**src/sv/cps_pkg.sv**
```systemverilog
`default_nettype none

package cps_pkg;

    // Default width of the millisecond down-counter.
    localparam int CPS_COUNTER_BITS = 13;

    // Widths of the configuration registers and the configuration port.
    localparam int PULSE_W  = 13;
    localparam int PRE_W    = 13;
    localparam int GAP_W    = 10;
    localparam int RETRY_W  = 10;
    localparam int HOLD_W   = 13;
    localparam int CFG_IDX_W  = 3;
    localparam int CFG_DATA_W = 13;

    // Configuration register indexes.
    localparam logic [CFG_IDX_W-1:0] REG_PULSE_LENGTH = 3'd0;
    localparam logic [CFG_IDX_W-1:0] REG_PRE_RING     = 3'd1;
    localparam logic [CFG_IDX_W-1:0] REG_STAGE_GAP    = 3'd2;
    localparam logic [CFG_IDX_W-1:0] REG_SENSE_RETRY  = 3'd3;
    localparam logic [CFG_IDX_W-1:0] REG_RELEASE_HOLD = 3'd4;

    // Register values after reset.
    localparam logic [PULSE_W-1:0] PULSE_RST = 13'd200;
    localparam logic [PRE_W-1:0]   PRE_RST   = 13'd1500;
    localparam logic [GAP_W-1:0]   GAP_RST   = 10'd30;
    localparam logic [RETRY_W-1:0] RETRY_RST = 10'd100;
    localparam logic [HOLD_W-1:0]  HOLD_RST  = 13'd1000;

    // Input command codes.
    localparam logic [1:0] MODE_TICK  = 2'd0;
    localparam logic [1:0] MODE_RING  = 2'd1;
    localparam logic [1:0] MODE_OFF   = 2'd2;
    localparam logic [1:0] MODE_ABORT = 2'd3;

    // Sequence status codes.
    localparam logic [1:0] STATUS_IDLE = 2'd0;
    localparam logic [1:0] STATUS_BUSY = 2'd1;
    localparam logic [1:0] STATUS_OK   = 2'd2;
    localparam logic [1:0] STATUS_FAIL = 2'd3;

    // Fault cause codes.
    localparam logic [1:0] FAULT_NONE     = 2'd0;
    localparam logic [1:0] FAULT_ENERGY   = 2'd1;
    localparam logic [1:0] FAULT_MISMATCH = 2'd2;
    localparam logic [1:0] FAULT_ABORT    = 2'd3;

    // Drive pin masks: bit 0 stage 1, bit 1 stage 2, bit 2 trigger.
    localparam logic [2:0] PIN_NONE = 3'b000;
    localparam logic [2:0] PIN_S1   = 3'b001;
    localparam logic [2:0] PIN_S2   = 3'b010;
    localparam logic [2:0] PIN_TR   = 3'b100;

    // Sequencer phases, one-hot.
    typedef enum logic [8:0] {
        PH_IDLE  = 9'b000000001,
        PH_RETRY = 9'b000000010,
        PH_PRE   = 9'b000000100,
        PH_GAP1  = 9'b000001000,
        PH_GAP2  = 9'b000010000,
        PH_PULSE = 9'b000100000,
        PH_HOLD  = 9'b001000000,
        PH_GAP3  = 9'b010000000,
        PH_FINAL = 9'b100000000
    } phase_t;

endpackage

`default_nettype wire

```
**src/sv/cps_in_if.sv**
```systemverilog
`default_nettype none

// Command channel: one beat per tick or command.
interface cps_in_if;
    logic       valid;
    logic       ready;
    logic [1:0] mode;
    logic       energy_sense;
    logic [2:0] pin_readback;

    modport source (output valid, output mode, output energy_sense,
                    output pin_readback, input ready);
    modport sink (input valid, input mode, input energy_sense,
                  input pin_readback, output ready);
endinterface

`default_nettype wire

```
**src/sv/cps_out_if.sv**
```systemverilog
`default_nettype none

// Result channel: one beat per accepted command beat.
interface cps_out_if;
    logic       valid;
    logic       ready;
    logic       stage1_drive;
    logic       stage2_drive;
    logic       trigger_drive;
    logic [1:0] seq_status;
    logic [1:0] fault_cause;

    modport source (output valid, output stage1_drive, output stage2_drive,
                    output trigger_drive, output seq_status, output fault_cause,
                    input ready);
    modport sink (input valid, input stage1_drive, input stage2_drive,
                  input trigger_drive, input seq_status, input fault_cause,
                  output ready);
endinterface

`default_nettype wire

```
**src/sv/cps_cfg_if.sv**
```systemverilog
`default_nettype none

// Configuration write channel.
interface cps_cfg_if;
    logic                            valid;
    logic                            ready;
    logic [cps_pkg::CFG_IDX_W-1:0]  index;
    logic [cps_pkg::CFG_DATA_W-1:0] data;

    modport source (output valid, output index, output data, input ready);
    modport sink (input valid, input index, input data, output ready);
endinterface

`default_nettype wire

```
**src/sv/chime_power_sequencer_unit.sv**
```systemverilog
// Chime power sequencer.
// The cmd channel carries one beat per millisecond tick or command (ring,
// power off, abort) together with the sampled energy-ready level and the pad
// readback of the three drives. Every accepted cmd beat produces exactly one
// result beat with the commanded drive levels, the sequence status and the
// fault cause.
// The result of a beat is registered and is valid in the cycle after it
// is accepted. Throughput is one beat per cycle; the only limit is the single
// output register, and cmd stays ready while that register is empty or is
// being drained in the same cycle.
// When the receiver stalls, the result holds in the output register and cmd
// stops accepting until it is taken; no beat is lost or repeated.
// The cfg channel is always ready and writes one timing register per beat;
// writes are meant to happen while the sequencer is idle.
// Reset returns the drive state low, the status to idle with no fault and the
// timing registers to their default values.
`default_nettype none

module chime_power_sequencer_unit #(
    parameter int COUNTER_BITS = cps_pkg::CPS_COUNTER_BITS
) (
    input  wire         clk,
    input  wire         rst_n,
    cps_in_if.sink      cmd,
    cps_out_if.source   result,
    cps_cfg_if.sink     cfg
);

    localparam int CMP_W = (COUNTER_BITS > cps_pkg::CFG_DATA_W) ?
                           COUNTER_BITS : cps_pkg::CFG_DATA_W;
    localparam logic [CMP_W-1:0] CNT_TOP = CMP_W'({COUNTER_BITS{1'b1}});

    // Timing registers.
    logic [cps_pkg::PULSE_W-1:0] pulse_reg;
    logic [cps_pkg::PRE_W-1:0]   pre_reg;
    logic [cps_pkg::GAP_W-1:0]   gap_reg;
    logic [cps_pkg::RETRY_W-1:0] retry_reg;
    logic [cps_pkg::HOLD_W-1:0]  hold_reg;

    // Sequencer state.
    cps_pkg::phase_t           phase_reg, phase_next;
    logic [COUNTER_BITS-1:0]   cnt_reg, cnt_next;
    logic [2:0]                drive_reg, drive_next;
    logic [2:0]                chk_reg, chk_next;
    logic                      failed_reg, failed_next;
    logic [1:0]                status_reg, status_next;
    logic [1:0]                fault_reg, fault_next;

    // Output register.
    logic       out_valid_reg;
    logic [2:0] out_drive_reg;
    logic [1:0] out_status_reg;
    logic [1:0] out_fault_reg;

    logic cmd_fire;

    // Wait lengths saturated to the counter width.
    logic [COUNTER_BITS-1:0] pulse_sat, pre_sat, gap_sat, retry_sat, hold_sat;

    // Combinational decision terms.
    logic                    alive;
    logic                    fin;
    logic [1:0]              fin_cause;
    logic                    want;
    logic                    got;
    logic [COUNTER_BITS-1:0] cnt_dec;

    assign cfg.ready    = 1'b1;
    assign cmd.ready    = !out_valid_reg || result.ready;
    assign cmd_fire     = cmd.valid && cmd.ready;

    // Saturate each configured wait to the largest counter value.
    always_comb
    begin
        pulse_sat = (CMP_W'(pulse_reg) > CNT_TOP) ? COUNTER_BITS'(CNT_TOP) :
                    COUNTER_BITS'(CMP_W'(pulse_reg));
        pre_sat   = (CMP_W'(pre_reg) > CNT_TOP) ? COUNTER_BITS'(CNT_TOP) :
                    COUNTER_BITS'(CMP_W'(pre_reg));
        gap_sat   = (CMP_W'(gap_reg) > CNT_TOP) ? COUNTER_BITS'(CNT_TOP) :
                    COUNTER_BITS'(CMP_W'(gap_reg));
        retry_sat = (CMP_W'(retry_reg) > CNT_TOP) ? COUNTER_BITS'(CNT_TOP) :
                    COUNTER_BITS'(CMP_W'(retry_reg));
        hold_sat  = (CMP_W'(hold_reg) > CNT_TOP) ? COUNTER_BITS'(CNT_TOP) :
                    COUNTER_BITS'(CMP_W'(hold_reg));
    end

    // Next state for one accepted beat: abort, then the pending readback
    // check, then the command or tick.
    always_comb
    begin
        phase_next  = phase_reg;
        cnt_next    = cnt_reg;
        drive_next  = drive_reg;
        chk_next    = chk_reg;
        failed_next = failed_reg;
        status_next = status_reg;
        fault_next  = fault_reg;
        alive       = 1'b1;
        fin         = 1'b0;
        fin_cause   = cps_pkg::FAULT_NONE;
        want        = |(drive_reg & chk_reg);
        got         = |(cmd.pin_readback & chk_reg);
        cnt_dec     = (cnt_reg != '0) ? cnt_reg - COUNTER_BITS'(1) : cnt_reg;

        if (cmd.mode == cps_pkg::MODE_ABORT)
        begin
            fin       = 1'b1;
            fin_cause = cps_pkg::FAULT_ABORT;
        end
        else
        begin
            // Readback check of the drive changed by the previous beat.
            if (chk_reg != cps_pkg::PIN_NONE)
            begin
                chk_next = cps_pkg::PIN_NONE;
                if (want != got)
                begin
                    if (want)
                    begin
                        fin       = 1'b1;
                        fin_cause = cps_pkg::FAULT_MISMATCH;
                        alive     = 1'b0;
                    end
                    else
                    begin
                        failed_next = 1'b1;
                        fault_next  = cps_pkg::FAULT_MISMATCH;
                    end
                end
            end

            if (alive)
            begin
                case (phase_reg)
                    cps_pkg::PH_FINAL:
                    begin
                        phase_next  = cps_pkg::PH_IDLE;
                        cnt_next    = '0;
                        status_next = failed_next ? cps_pkg::STATUS_FAIL :
                                                    cps_pkg::STATUS_OK;
                    end
                    cps_pkg::PH_IDLE:
                    begin
                        if (cmd.mode == cps_pkg::MODE_RING)
                        begin
                            failed_next = 1'b0;
                            fault_next  = cps_pkg::FAULT_NONE;
                            drive_next  = cps_pkg::PIN_NONE;
                            if (cmd.energy_sense)
                            begin
                                phase_next = cps_pkg::PH_PRE;
                                cnt_next   = pre_sat;
                            end
                            else
                            begin
                                phase_next = cps_pkg::PH_RETRY;
                                cnt_next   = retry_sat;
                            end
                        end
                        else if (cmd.mode == cps_pkg::MODE_OFF)
                        begin
                            failed_next = 1'b0;
                            fault_next  = cps_pkg::FAULT_NONE;
                            drive_next  = cps_pkg::PIN_NONE;
                            chk_next    = cps_pkg::PIN_TR;
                            phase_next  = cps_pkg::PH_HOLD;
                            cnt_next    = hold_sat;
                        end
                    end
                    default:
                    begin
                        if (cmd.mode == cps_pkg::MODE_TICK)
                        begin
                            cnt_next = cnt_dec;
                            if (cnt_dec == '0)
                            begin
                                case (phase_reg)
                                    cps_pkg::PH_RETRY:
                                    begin
                                        if (cmd.energy_sense)
                                        begin
                                            phase_next = cps_pkg::PH_PRE;
                                            cnt_next   = pre_sat;
                                        end
                                        else
                                        begin
                                            fin       = 1'b1;
                                            fin_cause = cps_pkg::FAULT_ENERGY;
                                        end
                                    end
                                    cps_pkg::PH_PRE:
                                    begin
                                        drive_next = drive_reg | cps_pkg::PIN_S1;
                                        chk_next   = cps_pkg::PIN_S1;
                                        phase_next = cps_pkg::PH_GAP1;
                                        cnt_next   = gap_sat;
                                    end
                                    cps_pkg::PH_GAP1:
                                    begin
                                        drive_next = drive_reg | cps_pkg::PIN_S2;
                                        chk_next   = cps_pkg::PIN_S2;
                                        phase_next = cps_pkg::PH_GAP2;
                                        cnt_next   = gap_sat;
                                    end
                                    cps_pkg::PH_GAP2:
                                    begin
                                        drive_next = drive_reg | cps_pkg::PIN_TR;
                                        chk_next   = cps_pkg::PIN_TR;
                                        phase_next = cps_pkg::PH_PULSE;
                                        cnt_next   = pulse_sat;
                                    end
                                    cps_pkg::PH_PULSE:
                                    begin
                                        drive_next = drive_reg & ~cps_pkg::PIN_TR;
                                        chk_next   = cps_pkg::PIN_TR;
                                        phase_next = cps_pkg::PH_HOLD;
                                        cnt_next   = hold_sat;
                                    end
                                    cps_pkg::PH_HOLD:
                                    begin
                                        drive_next = drive_reg & ~cps_pkg::PIN_S2;
                                        chk_next   = cps_pkg::PIN_S2;
                                        phase_next = cps_pkg::PH_GAP3;
                                        cnt_next   = gap_sat;
                                    end
                                    cps_pkg::PH_GAP3:
                                    begin
                                        drive_next = drive_reg & ~cps_pkg::PIN_S1;
                                        chk_next   = cps_pkg::PIN_S1;
                                        phase_next = cps_pkg::PH_FINAL;
                                        cnt_next   = '0;
                                    end
                                    default:
                                    begin
                                    end
                                endcase
                            end
                        end
                    end
                endcase
            end
        end

        // Failure that shuts the sequence down: all drives low.
        if (fin)
        begin
            drive_next  = cps_pkg::PIN_NONE;
            chk_next    = cps_pkg::PIN_NONE;
            cnt_next    = '0;
            phase_next  = cps_pkg::PH_IDLE;
            status_next = cps_pkg::STATUS_FAIL;
            fault_next  = fin_cause;
            failed_next = 1'b1;
        end
    end

    // Timing registers, written by the configuration channel.
    always_ff @(posedge clk or negedge rst_n)
    begin
        if (!rst_n)
        begin
            pulse_reg <= cps_pkg::PULSE_RST;
            pre_reg   <= cps_pkg::PRE_RST;
            gap_reg   <= cps_pkg::GAP_RST;
            retry_reg <= cps_pkg::RETRY_RST;
            hold_reg  <= cps_pkg::HOLD_RST;
        end
        else if (cfg.valid && cfg.ready)
        begin
            case (cfg.index)
                cps_pkg::REG_PULSE_LENGTH: pulse_reg <= cfg.data[cps_pkg::PULSE_W-1:0];
                cps_pkg::REG_PRE_RING:     pre_reg   <= cfg.data[cps_pkg::PRE_W-1:0];
                cps_pkg::REG_STAGE_GAP:    gap_reg   <= cfg.data[cps_pkg::GAP_W-1:0];
                cps_pkg::REG_SENSE_RETRY:  retry_reg <= cfg.data[cps_pkg::RETRY_W-1:0];
                cps_pkg::REG_RELEASE_HOLD: hold_reg  <= cfg.data[cps_pkg::HOLD_W-1:0];
                default:
                begin
                end
            endcase
        end
    end

    // Sequencer state, updated on every accepted cmd beat.
    always_ff @(posedge clk or negedge rst_n)
    begin
        if (!rst_n)
        begin
            phase_reg  <= cps_pkg::PH_IDLE;
            cnt_reg    <= '0;
            drive_reg  <= cps_pkg::PIN_NONE;
            chk_reg    <= cps_pkg::PIN_NONE;
            failed_reg <= 1'b0;
            status_reg <= cps_pkg::STATUS_IDLE;
            fault_reg  <= cps_pkg::FAULT_NONE;
        end
        else if (cmd_fire)
        begin
            phase_reg  <= phase_next;
            cnt_reg    <= cnt_next;
            drive_reg  <= drive_next;
            chk_reg    <= chk_next;
            failed_reg <= failed_next;
            status_reg <= status_next;
            fault_reg  <= fault_next;
        end
    end

    // Output valid flag.
    always_ff @(posedge clk or negedge rst_n)
    begin
        if (!rst_n)
        begin
            out_valid_reg <= 1'b0;
        end
        else if (cmd_fire)
        begin
            out_valid_reg <= 1'b1;
        end
        else if (result.ready)
        begin
            out_valid_reg <= 1'b0;
        end
    end

    // Result payload, captured with the beat that produced it.
    always_ff @(posedge clk)
    begin
        if (cmd_fire)
        begin
            out_drive_reg  <= drive_next;
            out_status_reg <= (phase_next != cps_pkg::PH_IDLE) ?
                              cps_pkg::STATUS_BUSY : status_next;
            out_fault_reg  <= fault_next;
        end
    end

    assign result.valid         = out_valid_reg;
    assign result.stage1_drive  = out_drive_reg[0];
    assign result.stage2_drive  = out_drive_reg[1];
    assign result.trigger_drive = out_drive_reg[2];
    assign result.seq_status    = out_status_reg;
    assign result.fault_cause   = out_fault_reg;

endmodule

`default_nettype wire
```
**src/flat_wrapper.sv**
```systemverilog
// flat-port wrapper written by rule: the top's interface ports become plain ports
module chime_power_sequencer_unit_flat 
#(
    parameter int COUNTER_BITS = cps_pkg::CPS_COUNTER_BITS
)
  (clk, rst_n, cmd_valid, cmd_mode, cmd_energy_sense, cmd_pin_readback, cmd_ready, result_valid, result_stage1_drive, result_stage2_drive, result_trigger_drive, result_seq_status, result_fault_cause, result_ready, cfg_valid, cfg_index, cfg_data, cfg_ready);
  cps_in_if cmd_i ();
  cps_out_if result_i ();
  cps_cfg_if cfg_i ();
  input  wire clk;
  input  wire rst_n;
  input wire logic [$bits(cmd_i.valid)-1:0] cmd_valid;
  input wire logic [$bits(cmd_i.mode)-1:0] cmd_mode;
  input wire logic [$bits(cmd_i.energy_sense)-1:0] cmd_energy_sense;
  input wire logic [$bits(cmd_i.pin_readback)-1:0] cmd_pin_readback;
  output wire logic [$bits(cmd_i.ready)-1:0] cmd_ready;
  output wire logic [$bits(result_i.valid)-1:0] result_valid;
  output wire logic [$bits(result_i.stage1_drive)-1:0] result_stage1_drive;
  output wire logic [$bits(result_i.stage2_drive)-1:0] result_stage2_drive;
  output wire logic [$bits(result_i.trigger_drive)-1:0] result_trigger_drive;
  output wire logic [$bits(result_i.seq_status)-1:0] result_seq_status;
  output wire logic [$bits(result_i.fault_cause)-1:0] result_fault_cause;
  input wire logic [$bits(result_i.ready)-1:0] result_ready;
  input wire logic [$bits(cfg_i.valid)-1:0] cfg_valid;
  input wire logic [$bits(cfg_i.index)-1:0] cfg_index;
  input wire logic [$bits(cfg_i.data)-1:0] cfg_data;
  output wire logic [$bits(cfg_i.ready)-1:0] cfg_ready;
  assign cmd_i.valid = cmd_valid;
  assign cmd_i.mode = cmd_mode;
  assign cmd_i.energy_sense = cmd_energy_sense;
  assign cmd_i.pin_readback = cmd_pin_readback;
  assign cmd_ready = cmd_i.ready;
  assign result_valid = result_i.valid;
  assign result_stage1_drive = result_i.stage1_drive;
  assign result_stage2_drive = result_i.stage2_drive;
  assign result_trigger_drive = result_i.trigger_drive;
  assign result_seq_status = result_i.seq_status;
  assign result_fault_cause = result_i.fault_cause;
  assign result_i.ready = result_ready;
  assign cfg_i.valid = cfg_valid;
  assign cfg_i.index = cfg_index;
  assign cfg_i.data = cfg_data;
  assign cfg_ready = cfg_i.ready;
  chime_power_sequencer_unit #(.COUNTER_BITS(COUNTER_BITS)) u_core (.clk(clk), .rst_n(rst_n), .cmd(cmd_i), .result(result_i), .cfg(cfg_i));
endmodule
```
**config.mk**
```make
export PLATFORM = sky130hd
export DESIGN_NAME = chime_power_sequencer_unit_flat
export DESIGN_NICKNAME = d
export VERILOG_FILES = /design/src/sv/cps_pkg.sv /design/src/sv/cps_in_if.sv /design/src/sv/cps_out_if.sv /design/src/sv/cps_cfg_if.sv /design/src/sv/chime_power_sequencer_unit.sv /design/src/flat_wrapper.sv
export SDC_FILE = /design/constraint.sdc
export NUM_CORES = 1
export LEC_CHECK = 0
export ABC_AREA = 1
export BUFFER_PORTS_ARGS = -buffer_cell sky130_fd_sc_hd__buf_4
export CAP_MARGIN = 30
export CORE_ASPECT_RATIO = 0.5
export CORE_MARGIN = 5
export CORE_UTILIZATION = 66
export CTS_CLUSTER_SIZE = 25
export DETAILED_ROUTE_END_ITERATION = 10
export GPL_ROUTABILITY_DRIVEN = 1
export PLACE_DENSITY_LB_ADDON = 0.15
export REMOVE_ABC_BUFFERS = 1
export SLEW_MARGIN = 5
export SYNTH_ARGS = -nofsm -noshare
export SYNTH_HDL_FRONTEND = slang
export SYNTH_SLANG_ARGS = --single-unit
```
**constraint.sdc**
```tcl
create_clock -name clk -period 5.9 [get_ports clk]
set_input_delay 1.18 -clock clk [delete_from_list [all_inputs] [get_ports clk]]
set_output_delay 1.18 -clock clk [all_outputs]
set_load 0.02 [all_outputs]
```
==> qor.yml, run 1 <==
ios: 37
hold_viol: 0
htreeDepth: 3
syn_to_final_growth_pct: 10.6
min_from: "u_core.pre_reg[0]"
wire_per_inst_um: 17.1
setup_viol: 0
io_buffers: 35
antenna_found_initial: 0
clk_latency_ps: 360
dp_cells: 981
yosys_most_used_dff: "dfrtp_1"
clk_pin_slew_ps: 70
cts_buffer_depth: 2
r2r_start: "u_core.cnt_reg[0]"
grt_pass1_vias: 5547
rsz0062_at_grt: "no"
fp.dieH_um: 77.4
ff2ff_setup_slack_ps: 2810
syn_area_per_cell_um2: 7.01
synth_warnings: 0
post_cts_resize_count: 0
root_buffer: "clkbuf_16"
grt_pass1_wl_mm: 27.6
synth_seq_cells: 100
relSlewSlack: 0.394
die_area_mm2: 0.0112
holdPathEnd: "u_core.pre_reg[0]"
post-cts-setup-buffer-count: 0
critPathCaptureType: "register"
antennaDiodeCount: 0
setup_tns_ps: 0
finalMaxSlewViolations: 0
min_period_over_period: 0.524
routed_via_density: 5.99
start_kind: "register"
vias: 5989
cts_tree: "done"
synthArstFlopShare: 0.930
start_util: 0.684
postCtsHoldBufs: 0
drive_above_1_share: 0.124
drc_errors: 0
r2r_end: "u_core.cnt_reg[0]"
firstDrtPassIters: 6
leakage_nw: 3.30
cts.sinks: 100
core_mm2: 0.00877
netlist_instances: 855
drt_iter0_markers: 658
cts-buffers-inserted: 9
synthDistinctLibCells: 46
min_period_ps: 3090
ant_nets: 0
min_path_type: "reg2reg"
nets: 907
netlist_area_mm2: 0.00600
powerDensity_mw_per_mm2: 466
critPathKind: "reg2reg"
required_ps: 6150
worst_pin_slew_ps: 904
vdd_ir_drop_max_uv: 291
track_usage: 0.311
fin_worst_skew_ps: 11.9
synthTopCellsByArea: "dfrtp_1 (29%), nand2_1 (18%), dfstp_2 (11%)"
max_clock_freq_mhz: 324
cp.arrival_ps: 3340
synth_top_area_cell: "dfrtp_1"
reg2reg_depth: 17
status: "finished, final reports clean"
grt_remaining_overflow: 0
fin_cells: 999
grt_max_degree: 58
hpwl_mm: 12.3
num_rows: 24
synth_edf_count: 7
yosysSeqAreaShare: 0.428
die_w_um: 145
synth_top_area_share: 0.288
path_max_fanout: 19
routabilityCongestion: 1.02
max_cap_violations: 0
min_delay_path_depth: 2
wl_mm: 17.0
==> metal layers <==
layer | GRT usage | vias up | wire length (um)
li1 | - | 2832 | -
met4 | 0.0764 | 0 | 326
met1 | 0.449 | 2788 | 7240
met5 | 0 | - | 0
met2 | 0.482 | 331 | 7730
met3 | 0.0682 | 38 | 1730
==> worst max path at each step <==
stage | slack, ps | end | startpoint
floorplan | 3100 | u_core.chk_reg[0] | result_ready
global placement | 2570 | u_core.cnt_reg[0] | cmd_pin_readback[0]
detailed placement | 2530 | u_core.cnt_reg[0] | cmd_pin_readback[0]
CTS | 2720 | u_core.cnt_reg[5] | u_core.phase_reg[6]
global route | 2570 | u_core.cnt_reg[0] | u_core.cnt_reg[0]
finish | 2810 | u_core.cnt_reg[0] | u_core.cnt_reg[0]
==> cells in the final DEF (no fill, tap or decap), types with 8 or more instances in the layout <==
master,n
a21oi_1,35
buf_4,37
clkbuf_16,9
dfrtp_1,69
dfstp_2,24
inv_1,77
inv_2,9
nand2_1,291
nand3_1,58
nand4_1,13
nor2_1,67
nor3_1,12
o211ai_1,8
o21ai_0,93
==> logic make-up (layout without fill, tap and decap cells) <==
group | after synthesis | in the layout | synth area share
AO/OA/AOI/OAI | 164 | 164 | 0.151
XOR/XNOR | 6 | 6 | 0.00877
adder cells (fa/ha/maj) | 3 | 3 | 0.00626
buffers and inverters | 115 | 142 | 0.0747
flip-flops | 100 | 100 | 0.428
other | 1 | 1 | 0.000625
AND/OR/NAND/NOR | 466 | 466 | 0.331
==> critical path: stages (launching register included) <==
cell	delay (ps)
dfrtp_1	410
inv_1	150
ha_1	230
nand2_1	130
nor2_1	220
nand2_1	80
nand2_1	70
nand3_1	160
nand2_1	110
nor2_1	50
nand2_1	130
nor2_4	90
nand3_4	140
nand2_4	170
o21bai_4	470
inv_2	180
nand2_1	130
nand2_1	50
==> synthesized netlist by cell type, types with 5 or more instances <==
master and n:
o22ai_1 6, nand4_1 13, dfstp_2 24, edfxtp_1 7
o21ai_0 93, o21ai_1 7, inv_2 9, nand3_1 58
nand2_1 291, or2_2 5, dfrtp_1 69, a21oi_1 35
inv_1 77, o211ai_1 8, nor2_1 67, clkbuf_1 23
nor3_1 12
==> through the flow <==
stage	hold WS, ps	power [mW]	area, um^2	setup slack, ps	util
2_1_floorplan	443	2.04	5870	3100	-
3_3_place_gp	460	2.38	6290	2570	0.717
3_5_place_dp	467	2.42	6300	2530	0.718
4_1_cts	485	3.02	6590	2720	0.752
5_1_grt	506	3.32	6630	2570	0.757
6_report	487	3.09	6630	2810	0.757
==> final cells by class <==
| cell class | instances | area, um^2 |
|---|---|---|
| multi-input combinational | 640 | 2980 |
| sequential | 100 | 2570 |
| fill | 693 | 2130 |
| inverter | 87 | 327 |
| timing repair buffer | 39 | 320 |
| clock buffer | 9 | 225 |
| tap | 117 | 146 |
| clock inverter | 7 | 67.6 |
==> where the power goes <==
| part | leakage (nW) | total [mW] | internal [mW] | switching (mW) |
|---|---|---|---|---|
| logic | 1.96 | 1.48 | 0.487 | 0.995 |
| clock network | 0.145 | 0.591 | 0.298 | 0.293 |
| registers | 1.20 | 1.02 | 0.883 | 0.139 |
No activity file was read; power rests on OpenSTA's default activity.
==> run 2: changes to the inputs <==
--- a/config.mk
+++ b/config.mk
@@ -10,7 +10,7 @@
 export CAP_MARGIN = 30
 export CORE_ASPECT_RATIO = 0.5
 export CORE_MARGIN = 5
-export CORE_UTILIZATION = 66
+export CORE_UTILIZATION = 55
 export CTS_CLUSTER_SIZE = 25
 export DETAILED_ROUTE_END_ITERATION = 10
 export GPL_ROUTABILITY_DRIVEN = 1
==> constraint.sdc (replaced) <==
create_clock -name clk -period 2.7 [get_ports clk]
set_input_delay 0.54 -clock clk [delete_from_list [all_inputs] [get_ports clk]]
set_output_delay 0.54 -clock clk [all_outputs]
set_load 0.02 [all_outputs]
==> run 2 against run 1 <==
Against the previous run:
- non-clock buffer count up 49
- sequential power is 120% higher
- critical endpoint is now u_core.out_drive_reg[2]
- sequential cell count did not move
- routed wire length up 4.1%
- largest power group unchanged
- maximum frequency grew 21%
- via count grew 1.1%
- first-iteration DRC count down 11%
==> qor.yml, run 2 (synthesis results as in run 1) <==
routabilityCongestion: 0.991  # was 1.02
status: "finished, final reports clean"  # unchanged
p_switching_mw: 3.28  # was 1.43 mW
root_buffer: "clkbuf_16"  # unchanged
clk_latency_ps: 360  # about the same
clk_pin_slew_ps: 80  # was 70 ps
grt_pass1_vias: 5709  # was 5,547
nets: 958  # was 907
fin_worst_skew_ps: 12.4  # was 11.9 ps
ios: 37  # unchanged
final_common_cell: "nand2_1"  # unchanged
crit_chain: "inv_2 -> ha_2 -> nand2_1 -> nor2_2 -> nand3_1 -> nand3_1 -> nand2_1 -> nor2_1 -> nand2_1 -> nor2_4 -> nand3_4 -> nand2_8 -> buf_4 -> nor2_1 -> and2_1"  # was inv_1 -> ha_1 -> nand2_1 -> nor2_1 -> nand2_1 -> nand2_1 -> nand3_1 -> nand2_1 -> nor2_1 -> nand2_1 -> nor2_4 -> nand3_4 -> nand2_4 -> o21bai_4 -> inv_2 -> nand2_1 -> nand2_1
drive_above_1_share: 0.193  # was 0.124
swShare: 0.450  # was 0.461
max_cap_violations: 0  # unchanged
setup_tns_ps: 0  # unchanged
vdd_ir_drop_max_uv: 418  # was 291 uV
seq_power_share: 0.303  # was 0.330
critical-path-max-stage-delay_ps: 410  # was 470 ps
worst_pin_slew_ps: 839  # was 904 ps
wl_mm: 17.7  # was 17.0 mm
p_int_mw: 4.00  # was 1.67 mW
powerDensity_mw_per_mm2: 1020  # was 466 mW/mm^2
critPathKind: "reg2reg"  # unchanged
die_area_mm2: 0.0132  # was 0.0112 mm^2
routed_via_density: 5.64  # was 5.99
hold_ws_ps: 177  # was 487 ps
hold_viol: 0  # unchanged
num_rows: 26  # was 24
start_util: 0.576  # was 0.684
fillers: 928  # was 693
core_mm2: 0.0104  # was 0.00877 mm^2
finalMaxSlewViolations: 0  # unchanged
relSlewSlack: 0.440  # was 0.394
dp_cells: 1050  # was 981
power.share.clock: 0.177  # was 0.191
start_kind: "register"  # unchanged
wire_per_inst_um: 16.5  # was 17.1 um
cts_tree: "done"  # unchanged
postCtsHoldBufs: 0  # unchanged
drc_errors: 0  # unchanged
hpwl_mm: 13.2  # was 12.3 mm
io_buffers: 35  # unchanged
die_w_um: 158  # was 145 um
cp.arrival_ps: 2670  # was 3340 ps
critPathCaptureType: "register"  # unchanged
drt_iter0_markers: 588  # was 658
utilization: 0.683  # was 0.757
setup_viol: 0  # unchanged
critPathSlowestCell: "dfrtp_1"  # was o21bai_4
cts-buffers-inserted: 9  # unchanged
critPathTopFamily: "simple AND/OR/NAND/NOR gates"  # unchanged
track_usage: 0.274  # was 0.311
fin_cells: 1073  # was 999
grt_pass1_wl_mm: 28.8  # was 27.6 mm
max_clock_freq_mhz: 391  # was 324 MHz
fp.dieH_um: 83.8  # was 77.4 um
leakage_nw: 3.55  # was 3.30 nW
final_cell_mix: "nand2_1 (288), o21ai_0 (93), buf_4 (87)"  # was nand2_1 (291), o21ai_0 (93), inv_1 (77)
cts_buffer_depth: 2  # unchanged
cp_num_buf_inv: 2  # unchanged
antenna_found_initial: 0  # unchanged
path_max_fanout: 7  # was 19
firstDrtPassIters: 6  # unchanged
rsz0062_at_grt: "yes"  # was no
worst_path_most_repeated_cell: "nand2_1"  # unchanged
grt_remaining_overflow: 0  # unchanged
grt_max_degree: 42  # was 58
ant_nets: 0  # unchanged
min_period_over_period: 0.948  # was 0.524
combPwrFrac: 0.520  # was 0.479
cts.sinks: 100  # unchanged
min_period_ps: 2560  # was 3090 ps
syn_to_final_growth_pct: 18.6  # was 10.6%
antennaDiodeCount: 0  # unchanged
htreeDepth: 3  # unchanged
required_ps: 2810  # was 6150 ps
vias: 6052  # was 5,989
min_path_type: "in2async"  # was reg2reg
==> run 2: changes by cell type in the layout (fill, tap and decap cells not counted), sizes merged <==
cell	previous run	this run
buf	39	88
clkinv	4	5
inv	90	89
nand2	294	295
o21bai	1	2
==> run 2: power by group through the flow <==
| stage | Clock, mW | Combinational, mW | Sequential (mW) |
|---|---|---|---|
| floorplan | 0 | 2.28 | 2.17 |
| global placement | 0 | 3.53 | 2.21 |
| detailed placement | 0 | 3.58 | 2.21 |
| CTS | 1.31 | 3.59 | 2.19 |
| global route | 1.38 | 4.22 | 2.25 |
| finish | 1.29 | 3.79 | 2.21 |
==> run 2: per-layer routing <==
metal | routed length, um | global-route usage | vias to the layer above
met4 | 254 | 0.0679 | 0
met3 | 1440 | 0.0518 | 22
li1 | - | - | 2939
met1 | 8380 | 0.411 | 2841
met2 | 7660 | 0.409 | 250
met5 | 0 | 0 | -
==> run 2: final timing paths <==
kind	start	endpoint	slack, ps	depth (start not counted)
worst min-delay path	rst_n	u_core.result.valid	180	1
worst min register to register	u_core.retry_reg[9]	u_core.retry_reg[9]	490	2
min in group clk	result_ready	u_core.result.valid	470	4
worst max register to register	u_core.cnt_reg[0]	u_core.out_drive_reg[2]	140	15
worst max-delay path	u_core.cnt_reg[0]	u_core.out_drive_reg[2]	140	15
max in group asynchronous	rst_n	u_core.phase_reg[0]	1800	2
==> run 2: what timing repair did <==
item	4_1_cts	5_1_grt
resized for setup	0	23
setup buffers	0	5
endpoints found under the hold margin	0	0
endpoints found under the setup margin	0	35
==> run 2: stage by stage <==
step | area, um^2 | total power [mW] | setup slack [ps]
final | 7110 | 7.28 | 140
after global routing | 7110 | 7.85 | -28.5
after CTS | 6980 | 7.09 | 34.1
after detailed placement | 6690 | 5.79 | 65.2
after global placement | 6690 | 5.74 | 159
after floorplan | 5870 | 4.45 | 247
==> run 2: cell type report <==
type                       count  area (um^2)  area share
inverter                      87          327      0.0459
tap                          140          175      0.0246
clock buffer                   9          225      0.0317
timing repair buffer          88          673      0.0947
clock inverter                 7         70.1     0.00986
sequential                   100         2570       0.361
multi-input combinational    642         3070       0.432
